==> src/design/lpc_pkg.sv <==
// shared types and constants for the lidar point cluster block
package lpc_pkg;
  localparam logic [1:0] KIND_POINT  = 2'd0;
  localparam logic [1:0] KIND_REPORT = 2'd1;
  localparam logic [1:0] KIND_CLEAR  = 2'd2;
  localparam logic [1:0] KIND_NONE   = 2'd3;
  localparam logic [11:0] RADIUS_RESET = 12'd150;
  localparam logic [15:0] COUNT_MAX = 16'hFFFF;

  typedef struct packed {
    logic [1:0]  kind;
    logic [31:0] point_time_ms;
    logic signed [15:0] point_x_q;
    logic signed [15:0] point_y_q;
  } in_item_t;

  typedef struct packed {
    logic [1:0]  rank;
    logic [5:0]  slot_number;
    logic [15:0] point_count;
    logic [31:0] cluster_time_ms;
    logic signed [15:0] centre_x_q;
    logic signed [15:0] centre_y_q;
    logic        last;
  } out_item_t;

  // controller to datapath
  typedef struct packed {
    logic load;      // capture input item
    logic clr_step;  // clear slot at scan index
    logic scan_step; // evaluate slot at scan index (point or rank)
    logic div_start;
    logic div_step;
    logic commit;    // write joined slot
    logic rank_init;
    logic out_load;  // capture result at rank index
  } lpc_cmd_t;

  // datapath to controller
  typedef struct packed {
    logic empty_hit;
    logic near_hit;
    logic div_done;
  } lpc_sts_t;
endpackage

==> src/design/lpc_ctrl.sv <==
// sequencer for scans, divider and result delivery
module lpc_ctrl #(
  parameter int SLOTS = 16,
  parameter int IW = (SLOTS > 1) ? $clog2(SLOTS) : 1
) (
  input  logic clk,
  input  logic rst_n,
  input  logic in_valid,
  input  logic [1:0] in_kind,
  output logic in_ready,
  output logic out_valid,
  input  logic out_ready,
  input  lpc_pkg::lpc_sts_t sts,
  output lpc_pkg::lpc_cmd_t cmd,
  output logic [IW-1:0] idx,
  output logic [1:0] rank_idx,
  output logic out_last
);
  import lpc_pkg::*;
  localparam logic [2:0] S_IDLE = 3'd0, S_PSCAN = 3'd1, S_DIV = 3'd2,
                         S_CLR = 3'd3, S_RSCAN = 3'd4, S_OUT = 3'd5, S_WAIT = 3'd6;
  localparam logic [IW-1:0] LAST_IDX = IW'(SLOTS - 1);
  logic [2:0] state_r, state_nxt;
  logic [IW-1:0] idx_r, idx_nxt;
  logic [1:0] rank_r, rank_nxt;
  logic ov_r, ov_nxt;

  assign idx = idx_r;
  assign rank_idx = rank_r;
  assign out_last = (rank_r == 2'd2);
  assign out_valid = ov_r;
  assign in_ready = (state_r == S_IDLE);

  always_comb begin
    state_nxt = state_r;
    idx_nxt = idx_r;
    rank_nxt = rank_r;
    ov_nxt = ov_r;
    cmd = '0;
    unique case (state_r)
      S_IDLE: if (in_valid) begin
        cmd.load = 1'b1;
        idx_nxt = '0;
        cmd.rank_init = 1'b1;
        priority case (in_kind)
          KIND_POINT:  state_nxt = S_PSCAN;
          KIND_REPORT: state_nxt = S_RSCAN;
          KIND_CLEAR:  state_nxt = S_CLR;
          default:     state_nxt = S_IDLE;
        endcase
      end
      S_PSCAN: begin
        cmd.scan_step = 1'b1;
        if (sts.empty_hit) state_nxt = S_IDLE;
        else if (sts.near_hit) begin
          cmd.div_start = 1'b1;
          state_nxt = S_DIV;
        end else if (idx_r == LAST_IDX) state_nxt = S_IDLE;
        else idx_nxt = idx_r + 1'b1;
      end
      S_DIV: begin
        cmd.div_step = 1'b1;
        if (sts.div_done) begin
          cmd.commit = 1'b1;
          state_nxt = S_IDLE;
        end
      end
      S_CLR: begin
        cmd.clr_step = 1'b1;
        if (idx_r == LAST_IDX) state_nxt = S_IDLE;
        else idx_nxt = idx_r + 1'b1;
      end
      S_RSCAN: begin
        cmd.scan_step = 1'b1;
        if (idx_r == LAST_IDX) begin
          state_nxt = S_OUT;
          rank_nxt = 2'd0;
        end else idx_nxt = idx_r + 1'b1;
      end
      S_OUT: begin
        cmd.out_load = 1'b1;
        ov_nxt = 1'b1;
        state_nxt = S_WAIT;
      end
      S_WAIT: if (out_ready) begin
        ov_nxt = 1'b0;
        if (rank_r == 2'd2) state_nxt = S_IDLE;
        else begin
          rank_nxt = rank_r + 2'd1;
          state_nxt = S_OUT;
        end
      end
      default: state_nxt = S_IDLE;
    endcase
  end

  // reset starts a clearing sweep of the slot table
  always_ff @(posedge clk) begin
    if (!rst_n) begin
      state_r <= S_CLR;
      idx_r <= '0;
      rank_r <= '0;
      ov_r <= 1'b0;
    end else begin
      state_r <= state_nxt;
      idx_r <= idx_nxt;
      rank_r <= rank_nxt;
      ov_r <= ov_nxt;
    end
  end
endmodule

==> config.mk <==
export PLATFORM = sky130hd
export DESIGN_NAME = lpc_ctrl
export DESIGN_NICKNAME = d
export VERILOG_FILES = /design/src/design/lpc_pkg.sv /design/src/design/lpc_ctrl.sv
export SDC_FILE = /design/constraint.sdc
export NUM_CORES = 1
export LEC_CHECK = 0
export BUFFER_PORTS_ARGS = -buffer_cell sky130_fd_sc_hd__buf_2
export CAP_MARGIN = 20
export CORE_MARGIN = 5
export CORE_UTILIZATION = 47
export DETAILED_ROUTE_END_ITERATION = 8
export GPL_TIMING_DRIVEN = 1
export HOLD_SLACK_MARGIN = 0.15
export PLACE_DENSITY = 0.87
export RECOVER_POWER = 50
export SLEW_MARGIN = 15
export SYNTH_ARGS = -nofsm -noshare
export SYNTH_HDL_FRONTEND = slang
export SYNTH_SLANG_ARGS = --single-unit
==> constraint.sdc <==
create_clock -name clk -period 1.7 [get_ports clk]
set_clock_uncertainty 0.05 [all_clocks]
set_input_delay 0.085 -clock clk [delete_from_list [all_inputs] [get_ports clk]]
set_output_delay 0.085 -clock clk [all_outputs]
set_load 0.01 [all_outputs]
# Word-level counts from Yosys, hierarchy flattened

Index checks and enable logic that the tools add are counted.

Flip-flop bits (word level): 10
Input port bits: 9
Output and inout port bits: 17
Word-level logic and storage cells: 65

Add/sub/neg operators: 2
Equality and inequality tests: 17
Muxes and demuxes: 31
Reductions and logical operators: 11

Operators by type and width:

| operator                                                        | number |
|---|---|
| 3-bit two-way mux                                               | 8 |
| 3-bit one-hot mux with 7 select lines                           | 1 |
| 4-bit two-way mux                                               | 4 |
| 2-bit inequality test, second input constant                    | 7 |
| 4-bit one-hot mux with 3 select lines                           | 1 |
| 4-bit AND reduction                                             | 3 |
| 1-bit two-way mux                                               | 10 |
| 3-bit == test, second input constant                            | 3 |
| 3-bit one-hot mux with 3 select lines                           | 1 |
| 2-bit two-way mux                                               | 4 |
| 3-bit by 2-bit == test with 1-bit output, second input constant | 2 |
| 4-bit by 1-bit adder with 4-bit output, second input constant   | 1 |
| 2-bit == test, second input constant                            | 2 |
| 4-bit == test, second input constant                            | 1 |
| 2-bit one-hot mux with 2 select lines                           | 1 |
| 2-bit nonzero test                                              | 2 |
| 2-bit OR reduction                                              | 2 |
| 3-bit by 1-bit == test with 1-bit output, second input constant | 1 |
| 3-bit logical NOT                                               | 1 |
| 3-bit nonzero test                                              | 1 |
| 2-bit by 1-bit adder with 2-bit output, second input constant   | 1 |
| 2-bit by 1-bit == test with 1-bit output, second input constant | 1 |
| 2-bit logical NOT                                               | 1 |
| 1-bit one-hot mux with 2 select lines                           | 1 |
| 2-bit AND reduction                                             | 1 |

# Depth between registers and ports, before layout

Depth in word-level cells: 5
Mapped depth: 5
Depth with buffers taken out: 5

# Worst setup path after synthesis

No wires, ideal clock.

Kind: register to register
From: register idx_r[0], in the netlist idx[0]
To: register rank_r[0], in the netlist rank_idx[0]
Arrival time: 1.360 ns
Data required time: 1.578 ns
Slack: 0.218 ns
Stages on the path, launching flop included: 6
Path through: dfxtp_1 -> ha_1 -> nand3_1 -> o22a_1 -> nor2_1 -> mux2i_1

Word-level cells in the longest chain between the ends: 3

RTL lines:

| element                                | line            | RTL |
|---|---|---|
| start, declared                        | lpc_ctrl.sv:24  | `logic [IW-1:0] idx_r, idx_nxt;` |
| start signal, assigned                 | lpc_ctrl.sv:106 | `idx_r <= idx_nxt;` |
| 4-bit == test                          | lpc_ctrl.sv:75  | `if (idx_r == LAST_IDX) begin` |
| 2-bit inequality test (no source line) | n/a             |  |
| 4-bit AND reduction (no source line)   | n/a             |  |
| end signal, assigned                   | lpc_ctrl.sv:107 | `rank_r <= rank_nxt;` |
| end, declared                          | lpc_ctrl.sv:25  | `logic [1:0] rank_r, rank_nxt;` |

No other way between the ends.
A chain may end at the register's enable or synchronous reset.

==> results <==
- Routability-driven placement finished with a final weighted congestion of 0.7578.
- The number of antenna violations at the first check in global routing is 0.
- The element type at the critical path start is a flip-flop.
- Entering global routing, the biggest net connects 15 pins.
- Cells with a size suffix above 1 make up 23.08% of the layout.
- The TritonCTS clock tree is done.
- The final count of pins violating max slew is 0.
- The post-synthesis async set-or-reset flop share is 0%.
- The number of synthesized register bits is 10.
- The path class of the tightest hold or removal check is input pin to flip-flop.
- The net count after synthesis is 102.
- 26 I/O pins were placed.
- Fill cells in the final layout number 148.
- The die outline area is 0.002386 mm².
- The average instance area after synthesis is 7.796 µm².
- The dominant delay contributor by cell family on the critical path is simple AND/OR/NAND/NOR gates.
- The data required time at the worst endpoint is 1.56 ns.
- The clock root buffer is sky130_fd_sc_hd__clkbuf_4.
- The number of rows in the core area is 14.
- The count of unique library cells instantiated by Yosys is 36.
- Static timing analysis puts the maximum clock frequency at 0.6471 GHz.
- Dividing total power by cell area gives a power density of 1250 mW/mm².
- The via count of the first global-routing pass is 731.
- In this run the deepest clock path goes through 2 buffers.
- The total DRC errors in the routed layout is 0.
- The die height is 48.85 µm.
- The classification of the worst setup path is flip-flop to primary output.
- At the pin with the least slew margin, the transition time is 0.4141 ns.
- The multi-input combinational cell area is 456.7 µm².
- The static leakage is 0.3763 nW.
- The count of final hold-check violations came to 0.
- During placement, the flow inserted port buffers numbering 25.
- The number of clock sinks is 10.
- Summing every instance area after synthesis gives 709.4 µm².
- The flow ran to the end, and the final reports show no timing, DRC or antenna violations.
- The clock-pin slew of the registers on the worst-case setup and hold paths is 0.07 ns.
- Setup repair after global routing left no endpoint under its margin.
- The slowest library cell on the worst path is sky130_fd_sc_hd__dfxtp_2.
- Registers take 201.4 µm².
- Sequential cells were found to cover 28.22% of the synthesized design area.
- After detailed routing, the average wire length per cell comes to 14.02 µm.
- The max-cap check violation count is 0.
- The worst hold-check slack is 0.2219 ns.
- The first global-routing pass estimated 3111 µm of wire.
- The final route contains 770 vias.
- The worst stage delay on the critical path is 0.40 ns.
- The overall global routing resource usage is 15.70%.
- Post-CTS timing repair inserted 0 buffers for setup.
- The global route total overflow is 0.
- Setup violations remaining at the end of the flow were counted as 0.
- The initial detailed-routing violation count is 17.
- The clock reaches the later pin of the worst-skew pair after 0.26 ns.
- Power comes to 0.001081 W.
- The signed area change from the synthesized netlist to the final layout is 21.87%.
- Counting flops with a built-in enable in the synthesized netlist gives 0.
- The number of nets with antenna violations after routing is 0.
- The core region is 0.001471 mm².
- The number of H-tree levels is 1.
- The initial utilization of the core area, before any placement, comes to 48.21%.
- After detailed routing, the total wire length is 1864 µm.
- The number of antenna diodes in the final layout is 0.
- The cell count after synthesis is 91.
- The post-route clock period utilization is 90.90%.
- The critical path goes through nand2b_1, or3_4, inv_1, buf_2.
- The total CTS buffers is 3.
- The critical-path maximum fanout is 14.
- The first TritonRoute pass finished after 4 iterations.
- For this run, the leading register cell type out of synthesis is sky130_fd_sc_hd__dfxtp_1.
- The total of warnings raised by yosys is 0.
- After the last flow step, the layout net total stands at 130.
- Dividing the detail-routed via count by the number of cells gives 5.789.
- The highest ir drop seen on vdd is 0.4668 mV.
- The endpoint arrival time on the critical path is 1.41 ns.
- The placed wire-length estimate is 1368 µm.
- The post-route setup TNS is 0 ns.
- The die is 48.85 µm wide.
- The worst setup path is captured at a primary output.
- The remaining max-slew budget at the tightest pin is 72.36%.
- Together, buffers and inverters on the worst path number 2.
- The final period demand of the worst path is 1.545 ns.
==> path summary, 6_finish.rpt <==
kind / from / endpoint / slack (ns) / cells past startpoint
worst max-delay path: state_r[2] / cmd[7] / 0.15 / 4
worst min-delay path: sts[0] / state_r[1] / 0.22 / 4
worst max register to register: state_r[1] / idx[0] / 0.18 / 4
worst min register to register: rank_idx[1] / rank_idx[1] / 0.43 / 2
==> flip-flops by register name, summed over array words and instances, names as in the netlist <==
name       flops
idx            4
out_valid      1
rank_idx       2
state_r        3
==> synthesized netlist by cell type (3+ instances only) <==
master | number | area (µm²)
sky130_fd_sc_hd__dfxtp_1 | 10 | 200.2
sky130_fd_sc_hd__nand2_1 | 10 | 37.54
sky130_fd_sc_hd__a21oi_1 | 6 | 30.03
sky130_fd_sc_hd__nor2_1 | 6 | 22.52
sky130_fd_sc_hd__nor3_1 | 6 | 30.03
sky130_fd_sc_hd__nand2b_1 | 5 | 31.28
sky130_fd_sc_hd__inv_1 | 4 | 15.01
sky130_fd_sc_hd__nand3_1 | 4 | 20.02
sky130_fd_sc_hd__buf_2 | 3 | 15.01
sky130_fd_sc_hd__mux2i_1 | 3 | 30.03
sky130_fd_sc_hd__o21ai_1 | 3 | 15.01
==> stage by stage <==
stage / cells / worst slack, ns / utilization [%] / area (µm²)
after floorplan: 91 / 0.2182 / - / 709.4
after global placement: 128 / 0.2586 / 56.80 / 835.8
after detailed placement: 128 / 0.1947 / 56.80 / 835.8
after CTS: 133 / 0.05046 / 59.69 / 878.3
after global routing: 133 / 0.07325 / 58.76 / 864.6
final: 133 / 0.1547 / 58.76 / 864.6
==> report_power, final <==
group	leakage [nW]	internal, W	switching (W)	total, W
logic	0.280	0.000230	0.000310	0.000540
registers	0.0821	0.000280	0.000102	0.000382
clock network	0.0138	0.0000816	0.0000769	0.000158
total	0.376	0.000591	0.000489	0.00108
==> tightest hold or removal path, stage by stage <==
cell                       delay, ns
sky130_fd_sc_hd__buf_2          0.09
sky130_fd_sc_hd__inv_1          0.06
sky130_fd_sc_hd__o21ai_0        0.10
sky130_fd_sc_hd__o221ai_2       0.16
==> kinds of logic (layout without fill, tap and decap cells) <==
kind of cell / count (synthesis) / in the layout / share of synthesized area [%]
adders and majority gates: 2 / 2 / 3.527
muxes: 3 / 3 / 4.233
buffers and inverters: 11 / 37 / 7.405
DFF: 10 / 10 / 28.22
and+or+nand+nor: 44 / 44 / 34.92
AOI/OAI and AO/OA: 21 / 21 / 21.69
==> routing by layer <==
| metal | track usage, % | up-vias | part of all wire, % |
|---|---|---|---|
| li1 | - | 379 | - |
| met1 | 18.35 | 359 | 44 |
| met2 | 28.26 | 30 | 49 |
| met3 | 3.670 | 2 | 5.6 |
| met4 | 4.036 | 0 | 0.86 |
| met5 | 0 | - | 0 |
==> cell type report <==
cell class | count | area share [%]
Timing Repair Buffer | 29 | 16.79
Inverter | 5 | 2.171
Sequential cell | 10 | 23.30
Multi-Input combinational cell | 70 | 52.82
Clock buffer | 3 | 2.605
Tap cell | 16 | 2.315
==> what timing repair did <==
action | CTS | global route
gates resized for setup | 0 | 1
endpoints found under the setup margin | 0 | 2
hold buffers | 2 | 0
endpoints found under the hold margin | 7 | 0
==> cell usage in the layout, fill, tap and decap left out, types with 2 or more instances in the layout <==
master / synthesis / routed
sky130_fd_sc_hd__nand2b_1: 5 / 5
sky130_fd_sc_hd__clkbuf_4: 0 / 3
sky130_fd_sc_hd__nor2_1: 6 / 6
sky130_fd_sc_hd__mux2i_1: 3 / 3
sky130_fd_sc_hd__and3_1: 2 / 2
sky130_fd_sc_hd__nor3_1: 6 / 6
sky130_fd_sc_hd__o21ai_0: 2 / 3
sky130_fd_sc_hd__buf_2: 3 / 15
sky130_fd_sc_hd__nor2b_1: 2 / 2
sky130_fd_sc_hd__dlygate4sd3_1: 0 / 2
sky130_fd_sc_hd__nand2_1: 10 / 10
sky130_fd_sc_hd__clkbuf_1: 1 / 10
sky130_fd_sc_hd__a21oi_1: 6 / 6
sky130_fd_sc_hd__o21ai_1: 3 / 2
sky130_fd_sc_hd__inv_1: 4 / 4
sky130_fd_sc_hd__nand3_1: 4 / 4
sky130_fd_sc_hd__dfxtp_1: 10 / 9
sky130_fd_sc_hd__ha_1: 2 / 2
sky130_fd_sc_hd__or3b_1: 2 / 2
Note: power is estimated with default switching activity, not from simulation.
